### src/hdl/fbc_pkg.sv
// Package: shared constants, operation codes and queue entry type for the box culler.
`default_nettype none
package fbc_pkg;

    // Field and coordinate widths
    localparam int FIELD_W     = 32;
    localparam int COORD_W_DEF = 32;
    localparam int COORD_W_MAX = 48;

    // Store sizes
    localparam int NUM_PLANES  = 6;
    localparam int NUM_CORNERS = 8;
    localparam int NUM_AXES    = 3;

    // Q16.16 offset scale shift
    localparam int FRAC_BITS = 16;

    // Input operation codes
    localparam logic [1:0] OP_LOAD_PLANE  = 2'd0;
    localparam logic [1:0] OP_LOAD_CORNER = 2'd1;
    localparam logic [1:0] OP_TEST_BOX    = 2'd2;

    // Queue entry kinds
    localparam logic [1:0] KIND_PLANE  = 2'd0;
    localparam logic [1:0] KIND_CORNER = 2'd1;
    localparam logic [1:0] KIND_TEST   = 2'd2;

    typedef logic [FIELD_W-1:0] field_t;

    typedef struct packed {
        logic [1:0] kind;
        logic [2:0] slot;
        field_t     ax;
        field_t     ay;
        field_t     az;
        field_t     d;
        field_t     bx;
        field_t     by;
        field_t     bz;
    } entry_t;

endpackage
`default_nettype wire

### src/hdl/fbc_queue.sv
// Two-entry queue between front and back.
`default_nettype none
module fbc_queue (
    input  wire logic             clk,
    input  wire logic             rst_n,
    input  wire logic             push,
    input  wire fbc_pkg::entry_t  push_entry,
    input  wire logic             pop,
    output fbc_pkg::entry_t       head,
    output logic                  full,
    output logic                  not_empty
);
    import fbc_pkg::*;

    entry_t     mem_reg [2];
    logic       wr_ptr_reg;
    logic       rd_ptr_reg;
    logic [1:0] count_reg;

    assign head      = mem_reg[rd_ptr_reg];
    assign full      = (count_reg == 2'd2);
    assign not_empty = (count_reg != 2'd0);

    // Store pushed entries
    always_ff @(posedge clk)
    begin
        if (push)
        begin
            mem_reg[wr_ptr_reg] <= push_entry;
        end
    end

    // Advance pointers and count
    always_ff @(posedge clk or negedge rst_n)
    begin
        if (!rst_n)
        begin
            wr_ptr_reg <= 1'b0;
            rd_ptr_reg <= 1'b0;
            count_reg  <= 2'd0;
        end
        else
        begin
            if (push)
            begin
                wr_ptr_reg <= !wr_ptr_reg;
            end
            if (pop)
            begin
                rd_ptr_reg <= !rd_ptr_reg;
            end
            count_reg <= count_reg + 2'(push) - 2'(pop);
        end
    end

endmodule
`default_nettype wire

### config.mk
export PLATFORM = sky130hd
export DESIGN_NAME = fbc_queue
export DESIGN_NICKNAME = d
export VERILOG_FILES = /design/src/hdl/fbc_pkg.sv /design/src/hdl/fbc_queue.sv
export SDC_FILE = /design/constraint.sdc
export NUM_CORES = 1
export LEC_CHECK = 0
export BUFFER_PORTS_ARGS = -buffer_cell sky130_fd_sc_hd__buf_2
export CAP_MARGIN = 20
export CELL_PAD_IN_SITES_DETAIL_PLACEMENT = 2
export CELL_PAD_IN_SITES_GLOBAL_PLACEMENT = 2
export CORE_ASPECT_RATIO = 0.8
export CORE_MARGIN = 1
export CORE_UTILIZATION = 39
export DETAILED_ROUTE_END_ITERATION = 12
export PLACE_DENSITY = 0.82
export SETUP_SLACK_MARGIN = 0.02
export SYNTH_ARGS = -nofsm -noshare
export SYNTH_HDL_FRONTEND = slang
export SYNTH_SLANG_ARGS = --single-unit
export TNS_END_PERCENT = 50
### constraint.sdc
create_clock -name clk -period 15.1 [get_ports clk]
set_input_delay 3.02 -clock clk [delete_from_list [all_inputs] [get_ports clk]]
set_output_delay 3.02 -clock clk [all_outputs]
set_load 0.05 [all_outputs]
==> metrics.txt, run 1 <==
status=finished, final reports clean; Global Route Usage Sum=0.191; routed length per placed instance=24.5 µm; post-synth top area share=0.775; clk sink count=462; worst path cell trace=buf_16, buf_4, mux2_4, buf_2; vias in the first global route=9988; relative max-transition margin=0.259; Core ar.=44600 µm²; pin count of the biggest net entering global routing=113; Leakage Power=about 9 nW; I/O Pins=about 460; slew of the pin with the lowest slew margin=1.11 ns; final hold viol count=0; Die ar.=46400 µm²; FF-to-FF End=mem_reg[1][93]; GP Congestion=0.773; TritonCTS Buffers=47; Clock Tree Root=clkbuf_16; Cell Pwr Density=230 nW/µm²; Worst path max stage delay=0.84 ns; worst slack, placed=around 9.3 ns; top post-synthesis cells by count=458 x edfxtp_1, 200 x mux2_4, 29 x mux2_2; R2R setup slack=roughly 12 ns; largest fanout on the critical path=54; H-tree level count=2; initial antenna violation count=17; clock edge transition at the registers on the reported setup and hold paths=0.06 ns; setup tns final=0 ns; CTS resizes=0; CTS tree=yes; first-pass iteration count of the detailed router=4; Port Buffers=between 400 and 500; RR Startpoint=wr_ptr_reg; Cell Rows=69; Mapped Nets=about 960; final HPWL from detailed placement=32.3 mm; Worst VDD drop=0.141 mV; vias=8810; DIE WIDTH=241 µm; first-pass GRT wire length=64.0 mm; Final period util=0.399; residual DRC count=0; Synth area leaders=edfxtp_1 77%, mux2_4 17%, buf_12 2.5%, mux2_2 1.8%, dfrtp_1 0.56%; post-synthesis async set-or-reset flop share=0.00866; initial DRC count=318; EDFF count, synth=458; CP arrival=3.01 ns; YS warnings=0; Post-Synthesis Cells=728; endpoint class of the critical path=primary output; Final Skew=0.00820 ns; crit path launch type=register; grt total ovfl=0; via-per-instance ratio=between 4 and 5; RSZ-0062 raised after global routing=false; register area share after synthesis=0.781; fillers=between 4000 and 5000; hold_buf cts=0; Cell Area, Synth=17700 µm²; nets=roughly 1500; clk_lat worst skew=0.56 ns; layout cells sized above 1=0.616; Routed WL=between 40 and 50 mm; initial core utilization=0.398; cell taking the most area after synthesis=edfxtp_1; Hold Path Class=reg -> reg; maximum capacitance violations=0; WP buf/inv=3; CP Class=reg -> out; Largest register FFs=458; FF-to-FF path depth=3; Yosys reg bits=between 400 and 500; Final Slew Violations=0; Area Overhead vs Synth=23.8%; beginning of the critical path=rd_ptr_reg; Post-CTS Setup Repair Bufs=0; Final setup violation count=0; end of the critical path=head[38]; WP data required=12.08 ns; post-route ant nets=0; Top FF cell, synth=edfxtp_1; Cell variety after synth=14; CP max-delay cell=buf_4; fin crit period=6.03 ns; crit-path leading delay family=buffers and inverters; Max Root-Sink Buffers=3; FMAX=166 MHz; critical path depth in cells=4; Die Ht=193 µm; setup ws final=just over 9 ns; Hold Crit Start=wr_ptr_reg; top-count cell post-synth=edfxtp_1; Synth Area per Inst=24.4 µm²
-- cells in the final DEF, fill, tap and decap left out, drive strengths merged --
cell	instances
diode	7
mux2	229
buf	473
bufinv	3
and2	1
clkinvlp	3
xor2	2
edfxtp	458
nor2b	2
ha	2
clkinv	26
dfrtp	4
or2	1
xor3	1
inv	2
clkbuf	55
-- area by class of cell --
cell class              instances  area (µm²)  area share
repair buffers                473        2420       0.110
flip-flops and latches        462       13900       0.631
diodes                          7        17.5    0.000797
multi-input cells             238        3430       0.156
well taps                     603         754      0.0343
clock buffers                  55        1250      0.0568
clock inverters                32         235      0.0107
inverters                       2        7.51    0.000342
-- report_power, final --
group          leakage [nW]  switching (W)  total [W]  internal (W)
logic                  3.71        0.00148    0.00213      0.000653
registers              4.34      0.0000901    0.00180       0.00171
clock network         0.735       0.000482    0.00112      0.000643
total                  8.79        0.00205    0.00506       0.00300
-- how the worst min path moves through the flow --
stage,end,cells after the start
2_1_floorplan,wr_ptr_reg,1
3_3_place_gp,wr_ptr_reg,1
3_5_place_dp,wr_ptr_reg,1
4_1_cts,wr_ptr_reg,1
5_1_grt,wr_ptr_reg,1
6_report,wr_ptr_reg,1
-- worst reg2reg max path: stages, from the launching register on --
cell and delay (ns):
dfrtp_1 0.45, and2_4 0.58, buf_4 0.66, buf_4 0.86
-- layer usage --
layer | vias to the layer above | GRT usage | wire length (µm)
met1 | 4457 | 0.187 | 15400
met5 | - | 0 | 109
met4 | 18 | 0.0664 | 1230
li1 | 3911 | - | -
met2 | 334 | 0.358 | 24700
met3 | 90 | 0.0804 | 4420
-- logic make-up after synthesis --
| kind of cell | Yosys count | synth area share |
|---|---|---|
| XOR/XNOR | 3 | 0.00233 |
| AND/OR/NAND/NOR | 4 | 0.00141 |
| adder cells (fa/ha/maj) | 2 | 0.00141 |
| buffers and inverters | 28 | 0.0267 |
| flip-flops | 462 | 0.781 |
| multiplexers | 229 | 0.188 |
-- metrics by stage --
stage / utilization / hold slack, ns / cells / power, W / area (µm²)
finish: 0.492 / 0.614 / 1872 / 0.00506 / 22000
detailed placement: 0.458 / 0.564 / 1777 / 0.00397 / 20400
global placement: 0.458 / 0.530 / 1777 / 0.00389 / 20400
global route: 0.492 / 0.626 / 1868 / 0.00523 / 22000
floorplan: - / 0.455 / 728 / 0.00368 / 17700
CTS: 0.491 / 0.620 / 1864 / 0.00512 / 21900
(Power assumes the default switching activity.)
==> run 2, diff against run 1 <==
Settings changed: ABC_AREA from default to 1, CORE_UTILIZATION 39 to 32, PLACE_DENSITY 0.82 to 0.79.
Clock period 15.1 ns to 4.88 ns, I/O delays scaled along.
==> metrics.txt, run 2 <==
nets=1937; most common cell after layout, fill and taps aside=buf_2; Global Route Usage Sum=0.178; final HPWL from detailed placement=34.2 mm; pin count of the biggest net entering global routing=~120; post-synthesis async set-or-reset flop share=0.00866; Mapped Nets=about 1500; CTS resizes=0; Die ar.=between 50000 and 60000 µm²; Core ar.=52800 µm²; largest fanout on the critical path=116; post-synth top area share=0.796; TritonCTS Buffers=49; Hold Path Class=in -> async; YS warnings=0; crit path launch type=register; CP max-delay cell=dfrtp_4; initial DRC count=672; GP Congestion=0.760; Post-CTS Setup Repair Bufs=0; Post-Synthesis Cells=1221; top-count cell post-synth=edfxtp_1; initial core utilization=0.327; worst path cell trace=buf_12, nand2_1, o21ai_0, buf_2; Non-Filler Instances=2448; Tot Pwr=roughly 0.016 W; CP Class=reg -> out; Cell Area, Synth=17300 µm²; Final Cell Area=~22000 µm²; Max Root-Sink Buffers=3; Largest register FFs=between 400 and 500; most frequent cells in the layout=463 x buf_2, 458 x edfxtp_1, 236 x nand2_1, 235 x inv_1, 191 x o21ai_0; fin crit period=3.64 ns; Final period util=0.746; RSZ-0062 raised after global routing=false; Final setup violation count=0; layout cells sized above 1=0.325; relative max-transition margin=0.467; setup ws final=roughly 1.2 ns; final core utilization=0.414; endpoint class of the critical path=primary output; H-tree level count=2; EDFF count, synth=458; Yosys reg bits=462; first-pass iteration count of the detailed router=5; clk_lat worst skew=0.57 ns; final hold viol count=0; grt total ovfl=0; post-placement cell area=between 20000 and 25000 µm²; register area share after synthesis=0.802; post-route ant nets=0; hold_buf cts=0; Worst path max stage delay=0.93 ns; Post-Place Cells=2344; via-per-instance ratio=4.50; WP buf/inv=2; routed length per placed instance=20.3 µm; vias=11010; Most Crowded Layer GR=met2; Final Slew Violations=0; Port Buffers=463; cell taking the most area after synthesis=edfxtp_1; Cell Rows=75; Leakage Power=9.22 nW; fillers=5350; Area Overhead vs Synth=26.6%; first-pass GRT wire length=73.6 mm; clock edge transition at the registers on the reported setup and hold paths=0.06 ns; maximum capacitance violations=0; vias in the first global route=between 10000 and 15000; DIE WIDTH=between 200 and 300 µm; CTS tree=yes; Synth Area per Inst=14.1 µm²; Die Ht=210 µm; slew of the pin with the lowest slew margin=0.799 ns; residual DRC count=0; Synth area leaders=edfxtp_1 80%, o21ai_0 5.5%, inv_1 5.1%, nand2_1 5.1%, buf_6 1.4%; Cell Pwr Density=roughly 730 nW/µm²; top post-synthesis cells by count=458 x edfxtp_1, 236 x inv_1, 236 x nand2_1; Final Skew=0.0152 ns; WP data required=3.90 ns; I/O Pins=464; GRT met3 Usage=0.0556; global routing met2 resource utilization=0.331; FMAX=275 MHz; Cell variety after synth=15; GRT met1 Usage=0.189; worst slack, placed=1.85 ns; crit-path leading delay family=flip-flops; initial antenna violation count=20; CP arrival=2.66 ns; Worst VDD drop=0.391 mV; Routed WL=about 50 mm; status=finished, final reports clean; clk sink count=462; Clock Tree Root=clkbuf_16; Top FF cell, synth=edfxtp_1
## run 2: changes by cell type in the layout (fill, tap and decap cells not counted), sizes merged, moves of 2 or more
cell	change
mux2	-229
clkbuf	+8
clkinv	-8
o21ai	+229
nor2	+2
buf	+8
nor2b	-2
inv	+237
diode	+7
nand2	+236
## run 2: worst paths after layout
kind                                   end  slack (ns)  depth (start not counted)        from
min in group clk                wr_ptr_reg        0.57                          1  wr_ptr_reg
min reg2reg                     wr_ptr_reg        0.57                          1  wr_ptr_reg
max                              head[125]        1.24                          4  rd_ptr_reg
max reg2reg                mem_reg[1][104]        2.82                          3  wr_ptr_reg
min                             rd_ptr_reg        0.21                          1       rst_n
max in group asynchronous       rd_ptr_reg        4.54                          1       rst_n
## run 2: layout make-up
cell class,instances,area [µm²],area share
flip-flops and latches,462,13900,0.634
repair buffers,481,2510,0.115
multi-input cells,472,2130,0.0975
clock buffers,63,1350,0.0618
inverters,236,893,0.0409
well taps,693,867,0.0397
clock inverters,27,216,0.00990
diodes,14,35.0,0.00160
## run 2: layer usage
layer / vias up / part of all wire
li1: 5126 / -
met3: 99 / 0.072
met4: 12 / 0.028
met1: 5446 / 0.37
met5: - / 0.0014
met2: 327 / 0.53
## run 2: logic make-up after synthesis
group                    after synthesis  share of synthesized area
flip-flops                           462                      0.802
buffers and inverters                287                     0.0748
AND/OR/NAND/NOR                      239                     0.0520
AO/OA/AOI/OAI                        229                     0.0685
XOR/XNOR                               2                    0.00101
adder cells (fa/ha/maj)                2                    0.00145
## run 2: where the power goes
part	internal [W]	switching, W
logic	0.00121	0.00559
clock network	0.00211	0.00153
registers	0.00527	0.000301
total	0.00859	0.00743
## run 2: through the flow
step / setup TNS (ns) / hold slack, ns
3_5_place_dp: 0 / 0.559
4_1_cts: 0 / 0.163
5_1_grt: 0 / 0.171
6_report: 0 / 0.209
3_3_place_gp: 0 / 0.528
2_1_floorplan: -263.95 / 0.515
==> run 3, diff against run 2 <==
Settings changed: ABC_AREA 1 to 0, CORE_UTILIZATION 32 to 39, PLACE_DENSITY 0.79 to 0.82.
Clock period 4.88 ns to 3.4 ns, I/O delays scaled along.
==> metrics.txt, run 3 (same netlist as run 1, synthesis figures left out) <==
switching share of power=0.409; Post-CTS Setup Repair Bufs=0; Routed WL=48.0 mm; residual DRC count=0; initial core utilization=0.398; Largest register FFs=458; clk_lat worst skew=0.56 ns; WP data required=2.72 ns; slew of the pin with the lowest slew margin=0.825 ns; H-tree level count=2; most frequent cells in the layout=463 x buf_2, 458 x edfxtp_1, 200 x mux2_4, 49 x clkbuf_16, 29 x mux2_2; setup tns final=0 ns; largest fanout on the critical path=66; post-route ant nets=0; Cell Pwr Density=1020 nW/µm²; hold slack=0.294 ns; Psw=0.00924 W; setup ws final=0.333 ns; final HPWL from detailed placement=34.6 mm; CP Class=reg -> out; TritonCTS Buffers=47; Final Skew=around 0.0086 ns; worst path cell trace=buf_12, mux2_4, buf_2; initial antenna violation count=9; relative max-transition margin=0.450; Final setup violation count=0; Global Route Usage Sum=0.200; first-pass iteration count of the detailed router=4; nets=1474; CTS tree=yes; pin count of the biggest net entering global routing=approximately 120; FF/Latch Area=about 14000 µm²; Max Root-Sink Buffers=3; DIE WIDTH=241 µm; Worst path max stage delay=0.68 ns; Worst VDD drop=0.485 mV; CP arrival=2.39 ns; first-pass GRT wire length=66.1 mm; initial DRC count=307; CP max-delay cell=dfrtp_4; area used by multi-input combinational logic=3430 µm²; worst slack, placed=0.914 ns; R2R setup slack=roughly 1.5 ns; Clock Tree Root=clkbuf_16; Port Buffers=463; Logic pwr share=0.431; Final period util=0.902; clk sink count=462; status=finished, final reports clean; FMAX=326 MHz; I/O Pins=464; grt total ovfl=0; Cell Rows=69; layout cells sized above 1=0.613; Die ar.=between 40000 and 50000 µm²; RSZ-0062 raised after global routing=false; most common cell after layout, fill and taps aside=buf_2; Area Overhead vs Synth=24.8%; Hold Path Class=in -> reg; Final Slew Violations=0; maximum capacitance violations=0; via-per-instance ratio=4.71; GP Congestion=0.740; internal power=0.0134 W; endpoint class of the critical path=primary output; final hold viol count=0; crit path launch type=register; Leakage Power=8.86 nW; Die Ht=~190 µm; fin crit period=about 3.1 ns; final core utilization=0.496; Core ar.=44600 µm²; routed length per placed instance=25.5 µm; fillers=4066; vias in the first global route=about 10000; sequential share of power=0.353; clock edge transition at the registers on the reported setup and hold paths=0.06 ns; vias=8864; clock power share=0.216
-- run 3: changes by cell type in the layout (fill, tap and decap cells not counted), sizes merged, moves of 3 or more --
cell,change
inv,-237
nand2,-236
mux2,+229
o21ai,-229
diode,-10
buf,+6
clkbuf,-4
clkinv,+3
-- run 3: final cells by class --
type / count / share of cell area
Clock buffer: 59 / 0.0571
Multi-Input combinational cell: 238 / 0.155
Clock inverter: 24 / 0.00706
Antenna cell: 4 / 0.000452
Timing Repair Buffer: 488 / 0.121
Sequential cell: 462 / 0.626
Tap cell: 603 / 0.0341
Inverter: 2 / 0.000339
-- run 3: final timing paths --
path | startpoint | to | cells after the start
max in group asynchronous | rst_n | rd_ptr_reg | 2
min in group asynchronous | rst_n | count_reg[1] | 2
hold / removal | push_entry[6] | mem_reg[0][6] | 1
setup / recovery | rd_ptr_reg | head[79] | 3
setup reg to reg | wr_ptr_reg | mem_reg[1][91] | 2
hold reg to reg | wr_ptr_reg | wr_ptr_reg | 1
-- run 3: through the flow --
step                      power, W  instance area (µm²)  instances
final                       0.0226                22200       1880
after global routing        0.0234                22100       1877
after CTS                   0.0229                22100       1876
after detailed placement    0.0179                20700       1792
after global placement      0.0176                20700       1792
after floorplan             0.0161                17800        728
-- run 3: power groups by stage --
stage / sequential [W] / combinational [W] / clock [W]
floorplan: 0.00798 / 0.00809 / 0
detailed placement: 0.00811 / 0.00983 / 0
global placement: 0.00795 / 0.00961 / 0
CTS: 0.00801 / 0.00989 / 0.00502
global route: 0.00806 / 0.0101 / 0.00519
finish: 0.00798 / 0.00975 / 0.00489
-- run 3: worst max-delay path: cells and delay by family (launching register included) --
family / cells / cell delay [ns]
buf+inv: 2 / 0.65
flops: 1 / 0.68
mux: 1 / 0.37
-- run 3: repair_timing --
action	CTS	global route
endpoints found under the hold margin	4	0
hold buffers	1	0
gates resized for setup	0	0
endpoints found under the setup margin	0	0
-- run 3: metal layers --
metal | global-route usage | share of wire
met1 | 0.205 | 0.35
met2 | 0.381 | 0.54
met3 | 0.0672 | 0.081
met4 | 0.0585 | 0.019
met5 | 0 | 0.0019
